[src/hdl/lkmc_pkg.sv]
package lkmc_pkg;

    localparam int SampleW = 10;
    localparam int TimeW   = 32;
    localparam int HoldW   = 16;
    localparam int IndexW  = 3;
    localparam int DataW   = 16;

    typedef enum logic [1:0] {
        KEY_IDLE  = 2'd0,
        KEY_PRESS = 2'd1,
        KEY_DN    = 2'd2,
        KEY_UP    = 2'd3
    } key_t;

    typedef enum logic [1:0] {
        MODE_STOPPED  = 2'd0,
        MODE_SENSOR   = 2'd1,
        MODE_CLIMATE  = 2'd2,
        MODE_POSITION = 2'd3
    } mode_t;

    localparam logic [IndexW-1:0] REG_UP_LEVEL    = 3'd0;
    localparam logic [IndexW-1:0] REG_DOWN_LEVEL  = 3'd1;
    localparam logic [IndexW-1:0] REG_PRESS_LEVEL = 3'd2;
    localparam logic [IndexW-1:0] REG_WINDOW_HALF = 3'd3;
    localparam logic [IndexW-1:0] REG_HOLD_TIME   = 3'd4;

    localparam logic [SampleW-1:0] UP_LEVEL_RST    = 10'd1021;
    localparam logic [SampleW-1:0] DOWN_LEVEL_RST  = 10'd651;
    localparam logic [SampleW-1:0] PRESS_LEVEL_RST = 10'd729;
    localparam logic [SampleW-1:0] WINDOW_HALF_RST = 10'd50;
    localparam logic [HoldW-1:0]   HOLD_TIME_RST   = 16'd1000;

    typedef struct packed {
        logic [SampleW-1:0] up_level;
        logic [SampleW-1:0] down_level;
        logic [SampleW-1:0] press_level;
        logic [SampleW-1:0] window_half;
        logic [HoldW-1:0]   hold_time_ms;
    } cfg_t;

    typedef struct packed {
        mode_t mode;
        key_t  key_code;
        logic  clear_display;
        logic  calibrate;
    } result_t;

endpackage

[src/hdl/lkmc_key_decode.sv]
module lkmc_key_decode
    import lkmc_pkg::*;
(
    input  logic [SampleW-1:0] sample,
    input  cfg_t               cfg,
    output key_t               key
);

    // level-half < s < level+half, rewritten as s < level+half and s+half > level
    // so every term stays non-negative
    function automatic logic hit(logic [SampleW-1:0] s, logic [SampleW-1:0] level,
                                 logic [SampleW-1:0] half);
        logic [SampleW:0] hi;
        logic [SampleW:0] sh;
        hi = {1'b0, level} + {1'b0, half};
        sh = {1'b0, s} + {1'b0, half};
        return ({1'b0, s} < hi) && (sh > {1'b0, level});
    endfunction

    always_comb
    begin
        if (hit(sample, cfg.press_level, cfg.window_half))
            key = KEY_PRESS;
        else if (hit(sample, cfg.down_level, cfg.window_half))
            key = KEY_DN;
        else if (hit(sample, cfg.up_level, cfg.window_half))
            key = KEY_UP;
        else
            key = KEY_IDLE;
    end

endmodule

[src/hdl/lkmc_mode_core.sv]
module lkmc_mode_core
    import lkmc_pkg::*;
(
    input  logic             clk,
    input  logic             rst_n,
    input  logic             step,
    input  key_t             key,
    input  logic [TimeW-1:0] now_ms,
    input  logic [HoldW-1:0] hold_time_ms,
    output mode_t            mode_next,
    output logic             clr,
    output logic             cal
);

    mode_t            mode_reg;
    key_t             prev_key_reg, prev_key_next;
    logic [TimeW-1:0] elapsed_reg, elapsed_next;
    logic [TimeW-1:0] begin_reg, begin_next;

    logic held;
    logic hold_fire;
    mode_t rot_up, rot_down;

    assign held      = (prev_key_reg != KEY_IDLE) && (key != KEY_IDLE) && (key != KEY_PRESS);
    assign hold_fire = elapsed_reg > {{(TimeW-HoldW){1'b0}}, hold_time_ms};

    always_comb
    begin
        case (mode_reg)
            MODE_SENSOR:
            begin
                rot_up   = MODE_POSITION;
                rot_down = MODE_CLIMATE;
            end
            MODE_CLIMATE:
            begin
                rot_up   = MODE_SENSOR;
                rot_down = MODE_POSITION;
            end
            MODE_POSITION:
            begin
                rot_up   = MODE_CLIMATE;
                rot_down = MODE_SENSOR;
            end
            default:
            begin
                rot_up   = mode_reg;
                rot_down = mode_reg;
            end
        endcase
    end

    // next state
    always_comb
    begin
        mode_next     = mode_reg;
        prev_key_next = prev_key_reg;
        elapsed_next  = elapsed_reg;
        begin_next    = begin_reg;
        if (!held)
        begin
            prev_key_next = key;
            if (key == KEY_PRESS)
            begin
                if (hold_fire)
                begin
                    mode_next    = (mode_reg == MODE_STOPPED) ? MODE_SENSOR : MODE_STOPPED;
                    elapsed_next = '0;
                end
                else if (elapsed_reg == '0)
                begin
                    begin_next   = now_ms;
                    elapsed_next = {{(TimeW-1){1'b0}}, 1'b1};
                end
                else
                begin
                    elapsed_next = now_ms - begin_reg;
                end
            end
            else if (mode_reg != MODE_STOPPED && key == KEY_UP)
                mode_next = rot_up;
            else if (mode_reg != MODE_STOPPED && key == KEY_DN)
                mode_next = rot_down;
            else
                elapsed_next = '0;
        end
    end

    // pulses
    always_comb
    begin
        clr = 1'b0;
        cal = 1'b0;
        if (!held)
        begin
            if (key == KEY_PRESS)
            begin
                if (mode_reg == MODE_SENSOR && elapsed_reg == {{(TimeW-1){1'b0}}, 1'b1})
                    cal = 1'b1;
                if (hold_fire)
                begin
                    clr = 1'b1;
                    if (mode_reg == MODE_STOPPED)
                        cal = 1'b1;
                end
            end
            else if (mode_reg != MODE_STOPPED && (key == KEY_UP || key == KEY_DN))
                clr = 1'b1;
        end
    end

    always_ff @(posedge clk or negedge rst_n)
    begin
        if (!rst_n)
        begin
            mode_reg     <= MODE_STOPPED;
            prev_key_reg <= KEY_IDLE;
            elapsed_reg  <= '0;
            begin_reg    <= '0;
        end
        else if (step)
        begin
            mode_reg     <= mode_next;
            prev_key_reg <= prev_key_next;
            elapsed_reg  <= elapsed_next;
            begin_reg    <= begin_next;
        end
    end

    a_held_keeps_mode: assert property (@(posedge clk) disable iff (!rst_n)
        step && held |=> $stable(mode_reg))
        else $error("held repeat changed mode");

    a_fire_clears_timer: assert property (@(posedge clk) disable iff (!rst_n)
        step && !held && key == KEY_PRESS && hold_fire |=> elapsed_reg == '0)
        else $error("hold fire did not clear timer");

    // calibrate comes from a press only: first timed press in sensor, or a start
    a_cal_needs_press: assert property (@(posedge clk) disable iff (!rst_n)
        step && cal |-> key == KEY_PRESS)
        else $error("calibrate without press");

endmodule

[src/hdl/ladder_key_mode_controller.sv]
// Ladder key mode controller.
// Input channel (in_valid/in_stall): one beat carries a 10-bit ladder switch
// sample and a 32-bit millisecond timestamp. Output channel (out_valid/out_stall):
// one beat per input beat with mode, decoded key, clear_display and calibrate.
// Config channel (cfg_valid/cfg_ready): cfg_index selects up_level, down_level,
// press_level, window_half or hold_time_ms; other indexes are dropped.
// cfg_ready is always high; write only while no beat is in flight.
// Path: a beat is captured in the input register, then decoded and stepped
// through the mode core into the result register. Throughput: one beat per
// cycle when not stalled; decode, window compares and the single timestamp subtraction sit between the two registers.
// Stall: when out_stall holds a full result register, the input register
// holds too and in_stall rises while it is occupied; nothing is dropped.
// Reset: mode stopped, no previous key, hold timer cleared, config registers
// at their defaults, both pipeline stages empty.
module ladder_key_mode_controller
    import lkmc_pkg::*;
(
    input  logic               clk,
    input  logic               rst_n,
    input  logic               in_valid,
    output logic               in_stall,
    input  logic [SampleW-1:0] key_sample,
    input  logic [TimeW-1:0]   now_ms,
    output logic               out_valid,
    input  logic               out_stall,
    output logic [1:0]         mode,
    output logic [1:0]         key_code,
    output logic               clear_display,
    output logic               calibrate,
    input  logic               cfg_valid,
    output logic               cfg_ready,
    input  logic [IndexW-1:0]  cfg_index,
    input  logic [DataW-1:0]   cfg_data
);

    cfg_t cfg_reg;

    logic               s1_valid_reg, s1_valid_next;
    logic [SampleW-1:0] s1_sample_reg;
    logic [TimeW-1:0]   s1_now_reg;

    logic               out_valid_reg, out_valid_next;
    result_t            res_reg;

    logic  advance;
    logic  in_take;
    key_t  key;
    mode_t mode_nx;
    logic  clr, cal;

    assign cfg_ready = 1'b1;

    // config registers
    always_ff @(posedge clk or negedge rst_n)
    begin
        if (!rst_n)
        begin
            cfg_reg.up_level     <= UP_LEVEL_RST;
            cfg_reg.down_level   <= DOWN_LEVEL_RST;
            cfg_reg.press_level  <= PRESS_LEVEL_RST;
            cfg_reg.window_half  <= WINDOW_HALF_RST;
            cfg_reg.hold_time_ms <= HOLD_TIME_RST;
        end
        else if (cfg_valid)
        begin
            case (cfg_index)
                REG_UP_LEVEL:    cfg_reg.up_level     <= cfg_data[SampleW-1:0];
                REG_DOWN_LEVEL:  cfg_reg.down_level   <= cfg_data[SampleW-1:0];
                REG_PRESS_LEVEL: cfg_reg.press_level  <= cfg_data[SampleW-1:0];
                REG_WINDOW_HALF: cfg_reg.window_half  <= cfg_data[SampleW-1:0];
                REG_HOLD_TIME:   cfg_reg.hold_time_ms <= cfg_data[HoldW-1:0];
                default: ;
            endcase
        end
    end

    // stage 1 moves on whenever the result register is empty or being taken
    assign advance  = !out_valid_reg || !out_stall;
    assign in_stall = s1_valid_reg && !advance;
    assign in_take  = in_valid && !in_stall;

    always_comb
    begin
        if (in_take)
            s1_valid_next = 1'b1;
        else if (advance)
            s1_valid_next = 1'b0;
        else
            s1_valid_next = s1_valid_reg;
        out_valid_next = advance ? s1_valid_reg : out_valid_reg;
    end

    always_ff @(posedge clk or negedge rst_n)
    begin
        if (!rst_n)
        begin
            s1_valid_reg  <= 1'b0;
            out_valid_reg <= 1'b0;
        end
        else
        begin
            s1_valid_reg  <= s1_valid_next;
            out_valid_reg <= out_valid_next;
        end
    end

    always_ff @(posedge clk)
    begin
        if (in_take)
        begin
            s1_sample_reg <= key_sample;
            s1_now_reg    <= now_ms;
        end
    end

    lkmc_key_decode u_decode (
        .sample (s1_sample_reg),
        .cfg    (cfg_reg),
        .key    (key)
    );

    lkmc_mode_core u_core (
        .clk          (clk),
        .rst_n        (rst_n),
        .step         (s1_valid_reg && advance),
        .key          (key),
        .now_ms       (s1_now_reg),
        .hold_time_ms (cfg_reg.hold_time_ms),
        .mode_next    (mode_nx),
        .clr          (clr),
        .cal          (cal)
    );

    always_ff @(posedge clk)
    begin
        if (advance && s1_valid_reg)
        begin
            res_reg.mode          <= mode_nx;
            res_reg.key_code      <= key;
            res_reg.clear_display <= clr;
            res_reg.calibrate     <= cal;
        end
    end

    assign out_valid     = out_valid_reg;
    assign mode          = res_reg.mode;
    assign key_code      = res_reg.key_code;
    assign clear_display = res_reg.clear_display;
    assign calibrate     = res_reg.calibrate;

    a_stall_only_when_full: assert property (@(posedge clk) disable iff (!rst_n)
        in_stall |-> s1_valid_reg && out_valid_reg && out_stall)
        else $error("input stalled with room in pipeline");

    a_result_follows_stage1: assert property (@(posedge clk) disable iff (!rst_n)
        s1_valid_reg && advance |=> out_valid_reg)
        else $error("stage 1 beat lost");

    a_held_result_kept: assert property (@(posedge clk) disable iff (!rst_n)
        out_valid_reg && out_stall |=> out_valid_reg && $stable(res_reg))
        else $error("stalled result changed");

endmodule

[config.mk]
export PLATFORM = sky130hd
export DESIGN_NAME = ladder_key_mode_controller
export DESIGN_NICKNAME = d
export VERILOG_FILES = /design/src/hdl/lkmc_pkg.sv /design/src/hdl/lkmc_key_decode.sv /design/src/hdl/lkmc_mode_core.sv /design/src/hdl/ladder_key_mode_controller.sv
export SDC_FILE = /design/constraint.sdc
export NUM_CORES = 1
export LEC_CHECK = 0
export ABC_AREA = 1
export BUFFER_PORTS_ARGS = -buffer_cell sky130_fd_sc_hd__buf_2
export CAP_MARGIN = 0
export CELL_PAD_IN_SITES_DETAIL_PLACEMENT = 0
export CELL_PAD_IN_SITES_GLOBAL_PLACEMENT = 1
export CORE_ASPECT_RATIO = 0.9
export CORE_MARGIN = 8
export CORE_UTILIZATION = 47
export DETAILED_ROUTE_END_ITERATION = 8
export HOLD_SLACK_MARGIN = 0.02
export PLACE_DENSITY = 0.79
export SYNTH_ARGS = -nofsm -noshare
export SYNTH_HDL_FRONTEND = slang
export SYNTH_SLANG_ARGS = --single-unit
[constraint.sdc]
create_clock -name clk -period 4.6 [get_ports clk]
set_input_delay 0.23 -clock clk [delete_from_list [all_inputs] [get_ports clk]]
set_output_delay 0.23 -clock clk [all_outputs]
set_load 0.02 [all_outputs]
==> impl_results.md <==
* Status: finished clean
* Share of cells above drive strength 1 at 10.8%
* Hold Path Sink: s1_valid_reg$_DFFE_PN0P_
* Hold Crit Start: in_valid
* Dpl ws at 0.187 ns
* Drt first-iter violations at 801
* Most common flop cell mapped by yosys: dfrtp_1
* Final core occ at 55.3%
* Worst-path clk slew at 0.07 ns
* Layout Nets at 1802
* Num CTS Buffers at 17
* Worst Path Required at 4.97 ns
* Critical path class: reg2reg
* Number of global-route vias before repair at 9120
* WL/cell at 15.4 um
* CP Max Fanout at 18
* Die area at 0.0306 sq mm
* Sequential area share after synthesis at 39.0%
* R2R setup slack at 0.39 ns
* Initial antenna violation count at 0
* Clock insertion delay at the later pin of the skew report at 0.43 ns
* Max Freq at 238 MHz
* CP Launch Type: flip-flop
* Hold Path Stages at 3
* Ys async rst share at 72.4%
* Register area at 0.00463 sq mm
* ANT cells at 0
* GR Overflow Total at 0
* Bufs on Longest Clock Path at 2
* Root Driver: clkbuf_16
* Yosys reg bits at 174
* H-tree depth at 4
* Clock Skew at 0.00842 ns
* Arr. time, crit path at 4.57 ns
* Gpl congestion at 0.869
* I/O Buffers at 73
* Mapped Avg Cell Area at 8.11 sq um
* Pleak at 6.90 nW
* Chip Height at 167 um
* Top-area cell type share of the netlist area at 20.5%
* Final setup fails at 0
* Routed wire length at 29900 um
* HP Class: in2reg
* DRT Pass-1 Iters at 5
* Footprint of the multi-input gates at 0.00630 sq mm
* Layout area overhead at 16.4%
* R2R cell count at 25
* Max reg flops at 56
* Final Max Tran Viols at 0
* Setup TNS at 0 ns
* PwrDens at 573 mW/mm^2
* Post-DP Area at 0.0126 sq mm
* Top cells by area, synth: dfrtp_1 20%, ha_1 15%, nand2_1 12%
* # rows at 55
* RSZ-0062 raised after global routing: false
* IO Pins at 75
* Hpwl dp at 23000 um
* Count leader, synth: nand2_1
* Max-slew headroom at 21.3%
* TritonCTS clock tree: done
* Tmin final at 4.21 ns
* Vias post-DR at 9738
* Max IR drop VDD at 0.268 mV
* Leading area contributor after synthesis: dfrtp_1
* Finished Cell Area at 0.0138 sq mm
* FF-to-FF End: u_core.elapsed_reg[2]$_DFFE_PN0P_
* Worst-margin pin slew at 1.18 ns
* Synthesized area at 0.0119 sq mm
* # DRC at 0
* Syn Nets at 1681
* Yosys warns at 0
* R2r startpoint: s1_sample_reg[2]$_DFFE_PP_
* Post-synth cell types at 47
* Gate Count Post-Synth at 1463
* Pin count of the biggest net entering global routing at 49
* Most instantiated cells after synthesis: 395 x nand2_1, 213 x inv_1, 147 x ha_1
* Fillcell total at 2358
* Die width at 184 um
* Initial Utilization at 47.5%
* CTS Sinks at 174
* Period utilisation layout at 91.4%
* Vias per Instance at 5.02
* First-pass GRT wire length at 48700 um
* Final Hold Vio Count at 0
* Max-Cap Viols at 0
* Final worst setup slack at 0.395 ns
* Total Routing Usage GR at 19.9%
* CORE AREA at 0.0250 sq mm
* Worst setup EP type: flip-flop
* Number of flops mapped to enable cells by yosys at 48
* DRT antenna net count at 0
[power by group]
group,total (W),switching (W),internal (W)
combinational,0.00400,0.00250,0.00151
clock,0.00169,0.000611,0.00108
sequential,0.00222,0.000239,0.00198
total,0.00791,0.00334,0.00456
[cell usage in the layout (no fill, tap or decap), drive strengths merged, types with 4 or more instances in the layout]
cell type	count
a31oi	10
dlygate4sd3	44
fa	5
dfstp	29
nor3	13
xor2	37
a21o	7
ha	147
buf	86
nor2	76
clkbuf	21
o21ai	104
nor4	6
a21oi	100
nand3b	4
inv	218
xnor2	24
dfrtp	97
nand4	19
o21a	6
nand2	397
nand3	67
clkinv	5
bufinv	6
edfxtp	48
o21bai	10
[repair_timing]
| item | in CTS | in global routing |
|---|---|---|
| endpoints found under the hold margin | 78 | 0 |
| setup endpoints to repair | 0 | 64 |
| hold buffers | 44 | 0 |
| resized for setup | 0 | 12 |
| buffers inserted | 0 | 3 |
[kinds of logic after synthesis]
| kind of cell | count (synthesis) | share of synthesized area, % |
|---|---|---|
| AND/OR/NAND/NOR | 584 | 20.5 |
| buffers and inverters | 246 | 8.29 |
| AO/OA/AOI/OAI | 245 | 11.3 |
| flip-flops | 174 | 39.0 |
| adder cells (fa/ha/maj) | 152 | 16.3 |
| XOR/XNOR | 61 | 4.50 |
| other | 1 | 0.0316 |
[routing by layer]
metal	vias up	share of wire, %	GRT usage [%]
li1	5028	-	-
met3	14	4.7	3.18
met2	204	40	27.4
met4	0	0.67	3.64
met1	4492	55	31.9
met5	-	0	0
[layout make-up]
class	instances	area share (%)
sequential	174	33.6
clock inverter	11	1.50
tap	342	3.10
inverter	218	5.92
timing repair buffer	130	6.86
multi-input combinational	1043	45.6
clock buffer	21	3.49
[critical path: stages, from the launching register on]
cell and delay (ns):
edfxtp_1 0.46, ha_2 0.45, a21o_1 0.15, a31oi_2 0.05, o21ai_1 0.25, a21oi_1 0.14
o21bai_1 0.22, nand2_1 0.07, nand2_1 0.06, a21oi_1 0.06, xnor2_1 0.28, ha_1 0.31
inv_1 0.07, nor2_1 0.04, nor3_1 0.16, nand2_1 0.10, nand3_2 0.20, nand2_2 0.11
inv_2 0.08, o21ai_4 0.08, nand2_4 0.14, nor2_4 0.07, buf_12 0.15, inv_2 0.23
nand2_1 0.10, nand2_1 0.08
[stage by stage]
step / instances / power [W] / hold slack [ns]
5_1_grt: 1939 / 0.00860 / 0.0564
4_1_cts: 1936 / 0.00786 / 0.0207
2_1_floorplan: 1463 / 0.00511 / -0.0656
3_3_place_gp: 1860 / 0.00606 / 0.299
6_report: 1939 / 0.00791 / 0.0384
3_5_place_dp: 1860 / 0.00611 / 0.295
[how the worst max path moves through the flow]
stage	start	to	slack, ns	depth (start not counted)
after detailed placement	s1_sample_reg[2]$_DFFE_PP_	u_core.elapsed_reg[2]$_DFFE_PN0P_	0.19	26
after floorplan	s1_sample_reg[2]$_DFFE_PP_	mode[0]$_DFFE_PP_	1.00	22
after global placement	s1_sample_reg[2]$_DFFE_PP_	u_core.elapsed_reg[8]$_DFFE_PN0P_	0.32	26
after global routing	cfg_reg[17]$_DFFE_PN1P_	u_core.elapsed_reg[31]$_DFFE_PN0P_	0.0003	25
final	s1_sample_reg[2]$_DFFE_PP_	u_core.elapsed_reg[2]$_DFFE_PN0P_	0.39	25
after CTS	s1_sample_reg[2]$_DFFE_PP_	u_core.elapsed_reg[2]$_DFFE_PN0P_	0.16	26
No activity file was read; power rests on OpenSTA's default activity.
